--- config.mk ---
export PLATFORM = sky130hd
export DESIGN_NAME = traffic_phase_scheduler_preempt_flat
export DESIGN_NICKNAME = d
export VERILOG_FILES = /design/src/hdl/tps_pkg.sv /design/src/hdl/tps_req_if.sv /design/src/hdl/tps_rsp_if.sv /design/src/hdl/traffic_phase_scheduler_preempt.sv /design/src/flat_wrapper.sv
export SDC_FILE = /design/constraint.sdc
export NUM_CORES = 1
export LEC_CHECK = 0
export ABC_CLOCK_PERIOD_IN_PS = 7600
export BUFFER_PORTS_ARGS = -buffer_cell sky130_fd_sc_hd__buf_2
export CAP_MARGIN = 15
export CORE_MARGIN = 2
export CORE_UTILIZATION = 62
export DETAILED_ROUTE_END_ITERATION = 10
export GPL_ROUTABILITY_DRIVEN = 0
export MAX_ROUTING_LAYER = met4
export PLACE_DENSITY = 0.81
export SYNTH_ARGS = -nofsm -noshare
export SYNTH_HDL_FRONTEND = slang
export SYNTH_SLANG_ARGS = --single-unit
--- constraint.sdc ---
create_clock -name clock -period 7.6 [get_ports clock]
set_input_delay 0.38 -clock clock [delete_from_list [all_inputs] [get_ports clock]]
set_output_delay 0.38 -clock clock [all_outputs]
set_load 0.02 [all_outputs]
--- src/hdl/tps_pkg.sv ---
// Shared types, codes and helpers for the traffic phase scheduler.
package tps_pkg;

   localparam int unsigned TIME_W  = 32;
   localparam int unsigned PHASE_W = 3;
   localparam int unsigned LAMP_W  = 4;
   localparam int unsigned CSR_IDX_W = 2;
   localparam int unsigned CSR_DATA_W = 32;

   localparam logic [TIME_W-1:0] DEFAULT_DURATION_RESET = 32'd10000;

   // Phase codes.
   localparam logic [PHASE_W-1:0] PHASE_NONE      = 3'd0;
   localparam logic [PHASE_W-1:0] PHASE_ROW_FIRST = 3'd1;
   localparam logic [PHASE_W-1:0] PHASE_ROW_LAST  = 3'd4;
   localparam logic [PHASE_W-1:0] PHASE_EMERGENCY = 3'd5;

   // Configuration register indexes.
   localparam logic [CSR_IDX_W-1:0] CSR_DEFAULT_DURATION  = 2'd0;
   localparam logic [CSR_IDX_W-1:0] CSR_EMERGENCY_ENABLE  = 2'd1;
   localparam logic [CSR_IDX_W-1:0] CSR_IMMEDIATE_PREEMPT = 2'd2;

   typedef struct packed {
      logic [TIME_W-1:0]  now_ms;
      logic [PHASE_W-1:0] emergency_row_request;
      logic               extend_valid;
      logic [TIME_W-1:0]  extend_ms;
   } req_word_type;

   typedef struct packed {
      logic [PHASE_W-1:0] phase;
      logic [LAMP_W-1:0]  row_lamps;
      logic               allow_extension;
      logic               emergency_active;
   } rsp_word_type;

   function automatic logic is_row(input logic [PHASE_W-1:0] code);
      return (code >= PHASE_ROW_FIRST) && (code <= PHASE_ROW_LAST);
   endfunction

   // One-hot lamp for rows 1..4; bit 0 is row 1.
   function automatic logic [LAMP_W-1:0] row_onehot(input logic [PHASE_W-1:0] row);
      logic [1:0] sel;
      sel = 2'(row - PHASE_ROW_FIRST);
      return LAMP_W'(1) << sel;
   endfunction

endpackage

--- src/hdl/tps_req_if.sv ---
// Valid/ready channel that carries one input word.
interface tps_req_if
   import tps_pkg::*;
();
   logic         valid;
   logic         ready;
   req_word_type payload;

   modport source (output valid, output payload, input ready);
   modport sink   (input valid, input payload, output ready);
endinterface

--- src/hdl/tps_rsp_if.sv ---
// Valid/ready channel that carries one result word.
interface tps_rsp_if
   import tps_pkg::*;
();
   logic         valid;
   logic         ready;
   rsp_word_type payload;

   modport source (output valid, output payload, input ready);
   modport sink   (input valid, input payload, output ready);
endinterface

--- src/hdl/traffic_phase_scheduler_preempt.sv ---
// Traffic phase scheduler with emergency preemption, top level.
//
// Usage: every tick the host sends one word on the req channel holding the
// current millisecond time, an optional emergency row request and an
// optional phase-duration override. For each word the block returns exactly
// one word on the rsp channel with the shown phase, the one-hot row lamps,
// the extension-allowed flag and the emergency-active flag.
// Words are accepted when valid and ready are both high at a clock edge.
// An accepted word lands in an input register; the scheduler step runs
// from that register when the result register is free or being emptied
// and writes the result register. One word per cycle is sustained while
// rsp is not stalled: the step is a handful of 32-bit subtract/compare paths.
// If the receiver stalls, the result register holds and the input register
// still takes one more word; only then does req.ready drop.
// The csr port writes registers at any edge with csr_we high; it is meant
// to be used only while no word is in flight. Writing default_duration also
// reloads the current phase duration.
// Synchronous reset restores all but the payload registers to their reset
// values as documented: next phase 1, phase shown 0, lamps dark, extension allowed.
module traffic_phase_scheduler_preempt
   import tps_pkg::*;
(
   input  logic                  clock,
   input  logic                  reset,
   tps_req_if.sink               req,
   tps_rsp_if.source             rsp,
   input  logic                  csr_we,
   input  logic [CSR_IDX_W-1:0]  csr_index,
   input  logic [CSR_DATA_W-1:0] csr_wdata
);

   // Configuration registers.
   logic [TIME_W-1:0] default_duration_ff;
   logic              emergency_enable_ff;
   logic              immediate_preempt_ff;

   // Input stage.
   logic         in_valid_ff;
   req_word_type in_word_ff;

   // Output stage.
   logic         out_valid_ff;
   rsp_word_type out_word_ff;

   // Scheduler state and its next values.
   logic [TIME_W-1:0]  phase_start_ff,     phase_start_in;
   logic [TIME_W-1:0]  emerg_start_ff,     emerg_start_in;
   logic [TIME_W-1:0]  phase_duration_ff,  phase_duration_in;
   logic [PHASE_W-1:0] next_phase_ff,      next_phase_in;
   logic [PHASE_W-1:0] held_phase_ff,      held_phase_in;
   logic [PHASE_W-1:0] emerg_row_ff,       emerg_row_in;
   logic               in_emergency_ff,    in_emergency_in;
   logic               extended_ff,        extended_in;
   logic [TIME_W-1:0]  held_elapsed_ff,    held_elapsed_in;
   logic               resume_hold_ff,     resume_hold_in;
   logic [PHASE_W-1:0] shown_phase_ff,     shown_phase_in;
   logic [LAMP_W-1:0]  lamp_ff,            lamp_in;
   logic               ext_allowed_ff,     ext_allowed_in;

   logic advance;
   logic in_load;

   // A step runs when a word is staged and the result register is free or
   // being emptied this cycle.
   assign advance   = in_valid_ff && (!out_valid_ff || rsp.ready);
   assign req.ready = !in_valid_ff || advance;
   assign in_load   = req.valid && req.ready;

   assign rsp.valid   = out_valid_ff;
   assign rsp.payload = out_word_ff;

   // One scheduler step, in the same order of decisions as the algorithm:
   // duration override, timeout check, extension bookkeeping, emergency
   // request, return from emergency, then the phase change itself.
   always_comb begin
      logic [PHASE_W-1:0] req_row;
      logic               change;

      phase_start_in    = phase_start_ff;
      emerg_start_in    = emerg_start_ff;
      phase_duration_in = phase_duration_ff;
      next_phase_in     = next_phase_ff;
      held_phase_in     = held_phase_ff;
      emerg_row_in      = emerg_row_ff;
      in_emergency_in   = in_emergency_ff;
      extended_in       = extended_ff;
      held_elapsed_in   = held_elapsed_ff;
      resume_hold_in    = resume_hold_ff;
      shown_phase_in    = shown_phase_ff;
      lamp_in           = lamp_ff;
      ext_allowed_in    = ext_allowed_ff;

      if (in_word_ff.extend_valid) begin
         phase_duration_in = in_word_ff.extend_ms;
      end

      // Elapsed time wraps modulo 2^32, so plain subtraction is correct.
      if (!in_emergency_ff) begin
         change = (in_word_ff.now_ms - phase_start_ff) > phase_duration_in;
      end else begin
         change = (in_word_ff.now_ms - emerg_start_ff) > phase_duration_in;
      end

      // The first override that differs from the default closes the window.
      if ((phase_duration_in != default_duration_ff) && !extended_ff) begin
         extended_in    = 1'b1;
         ext_allowed_in = 1'b0;
      end

      req_row = emergency_enable_ff ? in_word_ff.emergency_row_request : PHASE_NONE;
      if (is_row(req_row)) begin
         if (!immediate_preempt_ff) begin
            held_phase_in = next_phase_ff;
         end else begin
            // Preempt now and remember how far the interrupted phase had run.
            held_phase_in   = shown_phase_ff;
            held_elapsed_in = in_word_ff.now_ms - phase_start_ff;
            change          = 1'b1;
            emerg_start_in  = in_word_ff.now_ms;
         end
         next_phase_in  = PHASE_EMERGENCY;
         emerg_row_in   = req_row;
         shown_phase_in = req_row;
      end

      // Leaving the emergency phase resumes the held phase.
      if (in_emergency_ff && change) begin
         in_emergency_in = 1'b0;
         next_phase_in   = held_phase_in;
         held_phase_in   = PHASE_NONE;
         if (immediate_preempt_ff) begin
            phase_start_in = in_word_ff.now_ms - held_elapsed_in;
            resume_hold_in = 1'b1;
         end
      end

      if (change) begin
         ext_allowed_in    = 1'b1;
         extended_in       = 1'b0;
         phase_duration_in = default_duration_ff;
         // A resumed phase keeps its back-dated start time for one change.
         if (resume_hold_in && !in_emergency_in) begin
            resume_hold_in = 1'b0;
         end else begin
            phase_start_in = in_word_ff.now_ms;
         end

         if (is_row(next_phase_in)) begin
            shown_phase_in = next_phase_in;
            lamp_in        = row_onehot(next_phase_in);
            next_phase_in  = (next_phase_in == PHASE_ROW_LAST) ? PHASE_ROW_FIRST
                                                               : next_phase_in + 3'd1;
         end else if (next_phase_in == PHASE_EMERGENCY) begin
            shown_phase_in = PHASE_EMERGENCY;
            emerg_start_in = in_word_ff.now_ms;
            if (is_row(emerg_row_in)) begin
               lamp_in = row_onehot(emerg_row_in);
            end
            in_emergency_in = 1'b1;
         end
      end
   end

   always_ff @(posedge clock) begin
      if (reset) begin
         default_duration_ff  <= DEFAULT_DURATION_RESET;
         emergency_enable_ff  <= 1'b1;
         immediate_preempt_ff <= 1'b0;
         in_valid_ff          <= 1'b0;
         out_valid_ff         <= 1'b0;
         phase_start_ff       <= '0;
         emerg_start_ff       <= '0;
         phase_duration_ff    <= DEFAULT_DURATION_RESET;
         next_phase_ff        <= PHASE_ROW_FIRST;
         held_phase_ff        <= PHASE_NONE;
         emerg_row_ff         <= PHASE_NONE;
         in_emergency_ff      <= 1'b0;
         extended_ff          <= 1'b0;
         held_elapsed_ff      <= '0;
         resume_hold_ff       <= 1'b0;
         shown_phase_ff       <= PHASE_NONE;
         lamp_ff              <= '0;
         ext_allowed_ff       <= 1'b1;
      end else begin
         if (in_load) begin
            in_valid_ff <= 1'b1;
         end else if (advance) begin
            in_valid_ff <= 1'b0;
         end

         if (advance) begin
            out_valid_ff <= 1'b1;
         end else if (rsp.ready) begin
            out_valid_ff <= 1'b0;
         end

         if (advance) begin
            phase_start_ff    <= phase_start_in;
            emerg_start_ff    <= emerg_start_in;
            phase_duration_ff <= phase_duration_in;
            next_phase_ff     <= next_phase_in;
            held_phase_ff     <= held_phase_in;
            emerg_row_ff      <= emerg_row_in;
            in_emergency_ff   <= in_emergency_in;
            extended_ff       <= extended_in;
            held_elapsed_ff   <= held_elapsed_in;
            resume_hold_ff    <= resume_hold_in;
            shown_phase_ff    <= shown_phase_in;
            lamp_ff           <= lamp_in;
            ext_allowed_ff    <= ext_allowed_in;
         end

         // Writes must arrive only while idle so they never race a step; the block does not enforce it.
         if (csr_we) begin
            unique case (csr_index)
               CSR_DEFAULT_DURATION: begin
                  default_duration_ff <= csr_wdata[TIME_W-1:0];
                  phase_duration_ff   <= csr_wdata[TIME_W-1:0];
               end
               CSR_EMERGENCY_ENABLE: begin
                  emergency_enable_ff <= csr_wdata[0];
               end
               CSR_IMMEDIATE_PREEMPT: begin
                  immediate_preempt_ff <= csr_wdata[0];
               end
               default: begin
               end
            endcase
         end
      end
   end

   // Payload registers carry no reset.
   always_ff @(posedge clock) begin
      if (in_load) begin
         in_word_ff <= req.payload;
      end
      if (advance) begin
         out_word_ff.phase            <= shown_phase_in;
         out_word_ff.row_lamps        <= lamp_in;
         out_word_ff.allow_extension  <= ext_allowed_in;
         out_word_ff.emergency_active <= in_emergency_in;
      end
   end

endmodule
--- src/flat_wrapper.sv ---
// flat-port wrapper written by rule: the top's interface ports become plain ports
module traffic_phase_scheduler_preempt_flat import tps_pkg::*;
  (clock, reset, csr_we, csr_index, csr_wdata, req_valid, req_payload, req_ready, rsp_valid, rsp_payload, rsp_ready);
  tps_req_if req_i ();
  tps_rsp_if rsp_i ();
  input  logic clock;
  input  logic reset;
  input  logic csr_we;
  input  logic [CSR_IDX_W-1:0] csr_index;
  input  logic [CSR_DATA_W-1:0] csr_wdata;
  input wire logic [$bits(req_i.valid)-1:0] req_valid;
  input wire logic [$bits(req_i.payload)-1:0] req_payload;
  output wire logic [$bits(req_i.ready)-1:0] req_ready;
  output wire logic [$bits(rsp_i.valid)-1:0] rsp_valid;
  output wire logic [$bits(rsp_i.payload)-1:0] rsp_payload;
  input wire logic [$bits(rsp_i.ready)-1:0] rsp_ready;
  assign req_i.valid = req_valid;
  assign req_i.payload = req_payload;
  assign req_ready = req_i.ready;
  assign rsp_valid = rsp_i.valid;
  assign rsp_payload = rsp_i.payload;
  assign rsp_i.ready = rsp_ready;
  traffic_phase_scheduler_preempt u_core (.clock(clock), .reset(reset), .req(req_i), .rsp(rsp_i), .csr_we(csr_we), .csr_index(csr_index), .csr_wdata(csr_wdata));
endmodule
After elaboration in Yosys (flattened, before gate mapping)

Cells that the tools add are included.

Register bits after elaboration: 261
Input port bits: 107
Output and inout port bits: 11

Add/sub/neg operators: 6
$lt $le $gt $ge: 8
Equal/unequal tests: 5
Shift-type cells: 2
Muxes and demuxes: 53
Reductions and logical operators: 22

Operator list:

| operator              | count |
|---|---|
| $mux W32              | 16 |
| $sub A32 B32 Y32      | 3 |
| $gt A32 B32 Y1        | 2 |
| $mux W3               | 14 |
| $ne A32 B32 Y1        | 1 |
| $mux W1               | 19 |
| $mux W4               | 4 |
| $ge A3 B1 Y1 const B  | 3 |
| $le A3 B3 Y1 const B  | 3 |
| $logic_and A1 B1 Y1   | 8 |
| $reduce_and A2 Y1     | 4 |
| $shl A1 B2 Y4 const A | 2 |
| $eq A3 B3 Y1 const B  | 2 |
| $reduce_bool A2 Y1    | 3 |
| $logic_not A1 Y1      | 4 |
| $sub A2 B1 Y2 const B | 2 |
| $add A3 B1 Y3 const B | 1 |
| $eq A2 B1 Y1 const B  | 1 |
| $eq A2 B2 Y1 const B  | 1 |
| $logic_not A2 Y1      | 1 |
| $logic_or A1 B1 Y1    | 2 |

Depth between registers and ports, before layout

Gate-level depths: netlist of the first run.

Word-level depth: 11
Depth in mapped cells: 26
Depth with buffers taken out: 23

Worst setup path after synthesis of the first run

OpenSTA, ideal clock, no wires.

Kind: register to register
From: register u_core.in_word_ff[37] (netlist bit)
To: register u_core.out_word_ff (netlist bit u_core.rsp.payload[3]), data pin
Library setup time: 0.275 ns
Data arrival time: 5.144 ns
Required time: 7.325 ns
Setup slack: 2.181 ns
Cell stages (with the launch flop): 21
Path buffers: 0
Clock period less this slack: 5.419 ns
Cells stage by stage: edfxtp_1 > ha_1 > nor2b_1 > o31a_1 > o311ai_0 > nand3_1 > o31ai_1 > o2111ai_1 > a21oi_1 > nor4bb_1 > a211o_1 > ha_1 > nand4_1 > nor4_1 > nand3_1 > o21a_1 > o31ai_4 > mux2i_1 > nor2_2 > a221oi_1 > a211oi_1

Longest elaborated chain between the ends: 11

Ends and longest elaborated chain:

| what                                  | line                                                                          | source |
|---|---|---|
| from (decl)                           | traffic_phase_scheduler_preempt.sv:39                                         | `req_word_type in_word_ff;` |
| from (signal assigned)                | traffic_phase_scheduler_preempt.sv:236                                        | `in_word_ff <= req.payload;` |
| $sub A32 B32 Y32 (on tied branches)   | traffic_phase_scheduler_preempt.sv:99, traffic_phase_scheduler_preempt.sv:101 |  |
| $gt A32 B32 Y1 (on tied branches)     | traffic_phase_scheduler_preempt.sv:99, traffic_phase_scheduler_preempt.sv:101 |  |
| $mux W1 (*)                           | traffic_phase_scheduler_preempt.sv:98                                         | `if (!in_emergency_ff) begin` |
| $mux W1                               | traffic_phase_scheduler_preempt.sv:112                                        | `if (!immediate_preempt_ff) begin` |
| $mux W1 (*)                           | traffic_phase_scheduler_preempt.sv:111                                        | `if (is_row(req_row)) begin` |
| $logic_and A1 B1 Y1                   | traffic_phase_scheduler_preempt.sv:127                                        | `if (in_emergency_ff && change) begin` |
| $mux W3                               | traffic_phase_scheduler_preempt.sv:127                                        |  |
| $sub A2 B1 Y2 (tied with other cells) | tps_pkg.sv:44                                                                 | `sel = 2'(row - PHASE_ROW_FIRST);` |
| $shl A1 B2 Y4 (tied with other cells) | tps_pkg.sv:45                                                                 | `return LAMP_W'(1) << sel;` |
| $mux W4                               | traffic_phase_scheduler_preempt.sv:148                                        | `if (is_row(next_phase_in)) begin` |
| $mux W4 (*)                           | traffic_phase_scheduler_preempt.sv:137                                        | `if (change) begin` |
| net u_core.lamp_in[1]                 | traffic_phase_scheduler_preempt.sv:57                                         | `logic [LAMP_W-1:0] lamp_ff, lamp_in;` |
| to (decl)                             | traffic_phase_scheduler_preempt.sv:43                                         | `rsp_word_type out_word_ff;` |

Mark *: on every way through the listed nets, which the timed path passes. The rest lies on a longest branch.
A chain may end at the register's enable or synchronous reset.

Final worst setup path of the first run

From: register u_core.in_word_ff[37] (netlist bit)
To: register u_core.emerg_start_ff[31]

Longest elaborated chain between the ends: 11

Ends and longest elaborated chain:

| what                                            | line                                                                          | source |
|---|---|---|
| $sub A32 B32 Y32 (on tied branches)             | traffic_phase_scheduler_preempt.sv:99, traffic_phase_scheduler_preempt.sv:101 |  |
| $gt A32 B32 Y1 (on tied branches)               | traffic_phase_scheduler_preempt.sv:99, traffic_phase_scheduler_preempt.sv:101 |  |
| $mux W1 (*)                                     | traffic_phase_scheduler_preempt.sv:98                                         |  |
| $mux W1                                         | traffic_phase_scheduler_preempt.sv:112                                        |  |
| $mux W1 (*)                                     | traffic_phase_scheduler_preempt.sv:111                                        |  |
| $logic_and A1 B1 Y1                             | traffic_phase_scheduler_preempt.sv:127                                        |  |
| $mux W3                                         | traffic_phase_scheduler_preempt.sv:127                                        |  |
| $ge A3 B1 Y1 (tied with other cells)            | tps_pkg.sv:38                                                                 | `return (code >= PHASE_ROW_FIRST) && (code <= PHASE_ROW_LAST);` |
| $logic_and A1 B1 Y1 or $mux W32 (tied branches) | tps_pkg.sv:38, traffic_phase_scheduler_preempt.sv:153                         |  |
| $mux W32                                        | traffic_phase_scheduler_preempt.sv:148                                        |  |
| $mux W32 (*)                                    | traffic_phase_scheduler_preempt.sv:137                                        |  |
| to (signal assigned)                            | traffic_phase_scheduler_preempt.sv:199                                        | `emerg_start_ff <= emerg_start_in;` |
| to (decl)                                       | traffic_phase_scheduler_preempt.sv:47                                         | `logic [TIME_W-1:0] emerg_start_ff, emerg_start_in;` |

Mark *: on every way between the ends. The rest lies on a longest branch, timed or not.

==> out/metrics.yaml, run 1 <==
grt:
  grt_pass1_vias: 15600
  overflow: 0
  grt_pass1_wl_um: 81100
  antenna_found_initial: 0
  grt_use_total_pct: 34.0
  grt_max_degree: 73
placed_design:
  io_buffers: 117
  dp.cells: 2473
  post-place-ws_ns: 0.778
  dpl_cell_area_um2: 18400
  hpwl_um: 35900
final_layout:
  multi_input_area_um2: 10900
  final_layout_size_suffix_gt1_share_pct: 9.98
  nets: 2449
  n_antenna_cell: 0
  fill_cells: 2121
  syn2layout_area_growth_pct: 13.1
  fin_cells: 2582
  final_area_um2: 20000
  regArea_um2: 6000
floorplanning:
  initial_core_util_pct: 63.3
  die_area_um2: 29900
  io_pins: 118
  placementRows: 61
  die_h_um: 173
  core-area_um2: 27900
  fp.dieW_um: 173
cts:
  cts_tree: "built"
  clock_sinks: 261
  clock_latency_ns: 0.56
  cts_buffers: 28
  cts_root_buf: "clkbuf_16"
  clockBufferDepth: 3
  clkSlewWorstSetupHoldPaths_ns: 0.06
  htree_levels: 1
drt:
  final_antenna_net_count: 0
  first_pass_iters: 6
  via_count: 16700
  wl_per_cell_um: 19.9
  avgViaCountPerCell: 6.46
  initialDrtViolationCount: 1759
  drcViolationCount: 0
  wl_um: 51300
synth:
  netlist_area_um2: 17700
  synth_common_cells: "a21oi_1, nand2_1, dfxtp_1, ha_1, nor2_1"
  synth_top_area_cell: "dfxtp_1"
  synth_cell_types: 89
  synth_seq_cells: 261
  synth_nets: 2339
  yosysTopAreaCellShare_pct: 20.8
  yosysSeqAreaShare_pct: 33.9
  synth_area_leaders: "dfxtp_1, edfxtp_1, ha_1"
  syn_area_per_cell_um2: 8.54
  async_flop_share_pct: 0
  synth.most_common_cell: "a21oi_1"
  ys_warn_count: 0
  netlist_instances: 2072
  synth-main-ff-cell: "dfxtp_1"
  synth-edff-count: 77
setup_path:
  critPathCaptureType: "register"
  worstPathRequired_ns: 8.08
  crit_arrival_ns: 7.52
  crit_type: "register to register"
  cp_slowest_cell: "a21oi_4"
  path_cells: "ha_1, nor2b_1, o31a_1, o311ai_0, nand3_1, o31ai_1, o2111ai_1, a21oi_1, nor4bb_1, a211o_1, ha_1, nand4_1, nor4_1, nand3_1, a21o_1, o31ai_1, nand2_1, a21oi_4, o21ai_0, a21oi_1"
  critPathMaxStageDelay_ns: 0.91
  path_max_fanout: 32
  critPathLaunchType: "register"
timing:
  layout_setup_ws_ns: 0.565
  rsz0062_at_grt: "false"
  drv_slew: 0
  fin_crit_ns: 7.03
  setup_violations: 0
  max_freq_mhz: 142
  worst_slew_pin_slew_ns: 1.08
  skew_ns: 0.0138
  hold_viol: 0
  slew_headroom_pct: 28.2
  fin_crit_sh_pct: 92.6
  fin_tns_setup_ns: 0
status:
  status: "complete, no violations"
pwr:
  power.total_w: 0.00484
  p_leak_nw: 7.80
  peakVddDrop_v: 0.000200
  powerDensity_nw_per_um2: 242
run:
  maxCapViolCount: 0
min_path:
  hp-class: "primary input to register"
what timing repair did:
action	4_1_cts	5_1_grt
endpoints found under the hold margin	57	0
hold buffers	57	0
resized for setup	0	0
setup endpoints to repair	0	0
setup buffers	0	0
area by class of cell:
class                   count  area share [%]
clock buffers              42            4.49
clock inverters            10           0.525
inverters                  98            1.85
multi-input cells        1601            54.3
flip-flops and latches    261            30.0
well taps                 378            2.36
repair buffers            192            6.46
cells in the final DEF, fill, tap and decap left out, types with 13 or more instances in the layout:
| cell | netlist | routed |
|---|---|---|
| clkbuf_16 | 0 | 32 |
| nor3_1 | 26 | 26 |
| buf_4 | 1 | 19 |
| inv_1 | 97 | 97 |
| xor2_1 | 24 | 24 |
| o211ai_1 | 48 | 48 |
| xnor2_1 | 84 | 84 |
| o21ai_1 | 39 | 38 |
| o21a_1 | 13 | 13 |
| a31oi_1 | 25 | 25 |
| dfxtp_1 | 184 | 184 |
| nand2_1 | 201 | 201 |
| a211oi_1 | 27 | 27 |
| nor2_1 | 120 | 120 |
| nor2b_1 | 13 | 13 |
| mux2i_1 | 73 | 73 |
| and3_1 | 17 | 17 |
| nand4_1 | 22 | 22 |
| buf_2 | 13 | 116 |
| dlygate4sd3_1 | 0 | 57 |
| a21oi_1 | 241 | 241 |
| a21o_1 | 56 | 56 |
| ha_1 | 157 | 157 |
| nand2b_1 | 20 | 19 |
| a221oi_1 | 15 | 15 |
| edfxtp_1 | 77 | 77 |
| nand3_1 | 68 | 68 |
| o21ai_0 | 108 | 108 |
worst max-delay path, delay by kind of cell (launching register included):
| family | cells | cell delay (ns) |
|---|---|---|
| AOI/OAI and AO/OA | 11 | 3.56 |
| and+or+nand+nor | 7 | 2.16 |
| adders and majority gates | 2 | 0.64 |
| DFF | 1 | 0.54 |
cell families after synthesis:
logic type,synth area share [%]
AO/OA/AOI/OAI,25.0
flip-flops,33.9
buffers and inverters,4.82
adder cells (fa/ha/maj),11.4
AND/OR/NAND/NOR,14.5
XOR/XNOR,5.48
multiplexers,4.89
per-stage QoR:
step / hold WS, ns / utilization [%]
after floorplan: 0.425 / -
after CTS: 0.00149 / 71.6
after detailed placement: 0.448 / 66.0
after global placement: 0.437 / 66.0
after global routing: 0.00668 / 71.6
final: 0.00330 / 71.6
routing by layer:
layer	vias to the layer above	wire [µm]	GRT usage (%)
met1	7770	20200	42.1
li1	7857	-	-
met4	0	3070	17.7
met3	214	4330	5.26
met5	-	0	-
met2	846	23600	54.0
flip-flops by register name (all words and copies together) (netlist names), 3 cells and up:
| signal | flops |
|---|---|
| u_core.in_word_ff | 68 |
| u_core.next_phase_ff | 3 |
| u_core.emerg_row_ff | 3 |
| u_core.held_phase_ff | 3 |
| u_core.held_elapsed_ff | 32 |
| u_core.rsp.payload | 9 |
| u_core.phase_duration_ff | 32 |
| u_core.default_duration_ff | 32 |
| u_core.emerg_start_ff | 32 |
| u_core.lamp_ff | 4 |
| u_core.shown_phase_ff | 3 |
| u_core.phase_start_ff | 32 |
power by group:
group | leakage, nW | switching (W) | internal (W)
clock | 0.503 | 0.000595 | 0.000883
combinational | 5.05 | 0.00109 | 0.000642
sequential | 2.25 | 0.0000752 | 0.00155
final timing paths:
| kind | start | to | slack (ns) | cells after the start |
|---|---|---|---|---|
| worst min register to register | u_core.held_elapsed_ff[11] | u_core.held_elapsed_ff[11] | 0.45 | 2 |
| worst min-delay path | req_payload[18] | u_core.in_word_ff[18] | 0.003 | 1 |
| worst max register to register | u_core.in_word_ff[37] | u_core.emerg_start_ff[31] | 0.57 | 20 |
| worst max-delay path | u_core.in_word_ff[37] | u_core.emerg_start_ff[31] | 0.57 | 20 |
No activity file was read; power rests on OpenSTA's default activity.
==> inputs of run 2 (changes only) <==
- PLACE_DENSITY: 0.81 -> 0.82
==> run 2 against run 1 <==
Effect of this change: utilization rose by 0.54 points; setup slack improved by 0.10 ns; critical path type unchanged; critical endpoint is now u_core.emerg_start_ff[0]; clock power rose by 5%; largest power group unchanged; sequential power barely moved; fmax rose by 1.5%; first-iteration DRC count rose by 4.4%; count of clock-buffer cells in the layout fell by 9; global-route usage rose by 0.62 points.
==> out/metrics.yaml, run 2 (same netlist as run 1, synthesis figures left out) <==
final_layout:
  fin_cells: 2593
  largest-register: "u_core.in_word_ff"
  nets: 2459
  largest_reg_flops: 68
  n_antenna_cell: 0
  fill_cells: 2144
  final_common_cell: "a21oi_1"
  layout_common_cells: "a21oi_1, nand2_1, dfxtp_1"
  final_util_pct: 72.2
  syn2layout_area_growth_pct: 13.9
  final_layout_size_suffix_gt1_share_pct: 10.0
cts:
  cts_tree: "built"
  clkSlewWorstSetupHoldPaths_ns: 0.06
  cts_buffers: 29
  cts_root_buf: "clkbuf_16"
  htree_levels: 1
  clock_latency_ns: 0.58
  clockBufferDepth: 3
  cts_setup_buffers: 0
  clock_sinks: 261
timing:
  setup_violations: 0
  max_freq_mhz: 144
  hold_viol: 0
  fin_tns_setup_ns: 0
  drv_slew: 0
  slew_headroom_pct: 29.1
  rsz0062_at_grt: "false"
  fin_crit_ns: 6.93
  worst_slew_pin_slew_ns: 1.06
  fin_crit_sh_pct: 91.2
  skew_ns: 0.0184
pwr:
  p_leak_nw: 7.85
  powerDensity_nw_per_um2: 244
  peakVddDrop_v: 0.000186
  power.total_w: 0.00493
setup_path:
  critPathMaxStageDelay_ns: 0.94
  path_max_fanout: 32
  cp_num_buf_inv: 0
  critPathLaunchType: "register"
  critPathCaptureType: "register"
  crit_family: "compound AO/OA/AOI/OAI gates"
  cp_slowest_cell: "a21oi_4"
  crit_type: "register to register"
  crit_arrival_ns: 7.42
  worstPathRequired_ns: 8.09
  path_cells: "ha_1, nor2b_1, o31a_1, o311ai_0, nand3_1, o31ai_1, o2111ai_1, a21oi_1, nor4bb_1, a211o_1, ha_1, nand4_1, nor4_1, nand3_1, a21o_1, o31ai_1, nand2_1, a21oi_4, o21ai_0, a21oi_1"
  r2r_setup_slack_ns: 0.67
floorplanning:
  placementRows: 61
  die_h_um: 173
  fp.dieW_um: 173
  io_pins: 118
  core-area_um2: 27900
  die_area_um2: 29900
  initial_core_util_pct: 63.3
placed_design:
  io_buffers: 117
  dp.cells: 2475
  hpwl_um: 36000
drt:
  final_antenna_net_count: 0
  wl_um: 52000
  avgViaCountPerCell: 6.53
  via_count: 16900
  initialDrtViolationCount: 1836
  first_pass_iters: 6
  drcViolationCount: 0
  wl_per_cell_um: 20.0
grt:
  grt_use_total_pct: 34.7
  grt_pass1_wl_um: 82700
  grt_max_degree: 79
  overflow: 0
  antenna_found_initial: 0
  grt_pass1_vias: 15900
min_path:
  hp-class: "primary input to register"
status:
  status: "complete, no violations"
run:
  maxCapViolCount: 0
==> run 2: changes by cell type in the layout (fill, tap and decap cells not counted) <==
cell / change
clkbuf_1: -3
clkinvlp_4: +2
inv_4: -1
clkbuf_8: -4
clkinv_8: +1
clkinv_2: -2
o311ai_2: -1
bufinv_16: +4
inv_6: +2
o311ai_4: +1
clkbuf_16: -2
buf_4: +2
dlygate4sd3_1: +7
clkinv_1: +5
==> run 2: final timing paths <==
kind | from | end | cells after the start
setup / recovery | u_core.in_word_ff[37] | u_core.emerg_start_ff[0] | 20
setup reg to reg | u_core.in_word_ff[37] | u_core.emerg_start_ff[0] | 20
hold / removal | req_payload[45] | u_core.in_word_ff[45] | 1
hold reg to reg | u_core.held_elapsed_ff[20] | u_core.held_elapsed_ff[20] | 2
==> run 2: area by class of cell <==
cell class	instances	area (µm²)	area share (%)
clock buffer	33	782	3.88
sequential	261	6000	29.7
timing repair buffer	201	1380	6.84
inverter	98	370	1.84
multi-input combinational	1601	10900	54.0
clock inverter	21	277	1.37
tap	378	473	2.35
==> run 2: per-layer routing <==
layer  GRT usage [%]  vias to the layer above  wire length [µm]  part of all wire (%)
li1                -                     7870                 -                     -
met1            42.6                     7960             20600                    40
met2            55.8                      845             24300                    47
met3            4.16                      248              3850                   7.4
met4            18.9                        0              3250                   6.3
met5               -                        -                 0                     0
==> run 2: repair_timing <==
item / in CTS / in global routing
endpoints found under the hold margin: 64 / 0
hold buffers: 64 / 0
gates resized for setup: 0 / 0
==> run 2: through the flow <==
| stage | hold slack (ns) | cell area, µm² | setup slack (ns) |
|---|---|---|---|
| 2_1_floorplan | 0.425 | 17700 | 2.18 |
| 3_3_place_gp | 0.435 | 18500 | 1.01 |
| 3_5_place_dp | 0.443 | 18500 | 0.860 |
| 4_1_cts | 0.00176 | 20200 | 0.790 |
| 5_1_grt | 0.00119 | 20200 | 0.0168 |
| 6_report | 0.0129 | 20200 | 0.666 |
==> run 2: where the power goes <==
| group | internal, W | switching [W] |
|---|---|---|
| Combinational | 0.000644 | 0.00110 |
| Sequential | 0.00155 | 0.0000753 |
| Clock | 0.000944 | 0.000616 |
| Total | 0.00314 | 0.00179 |
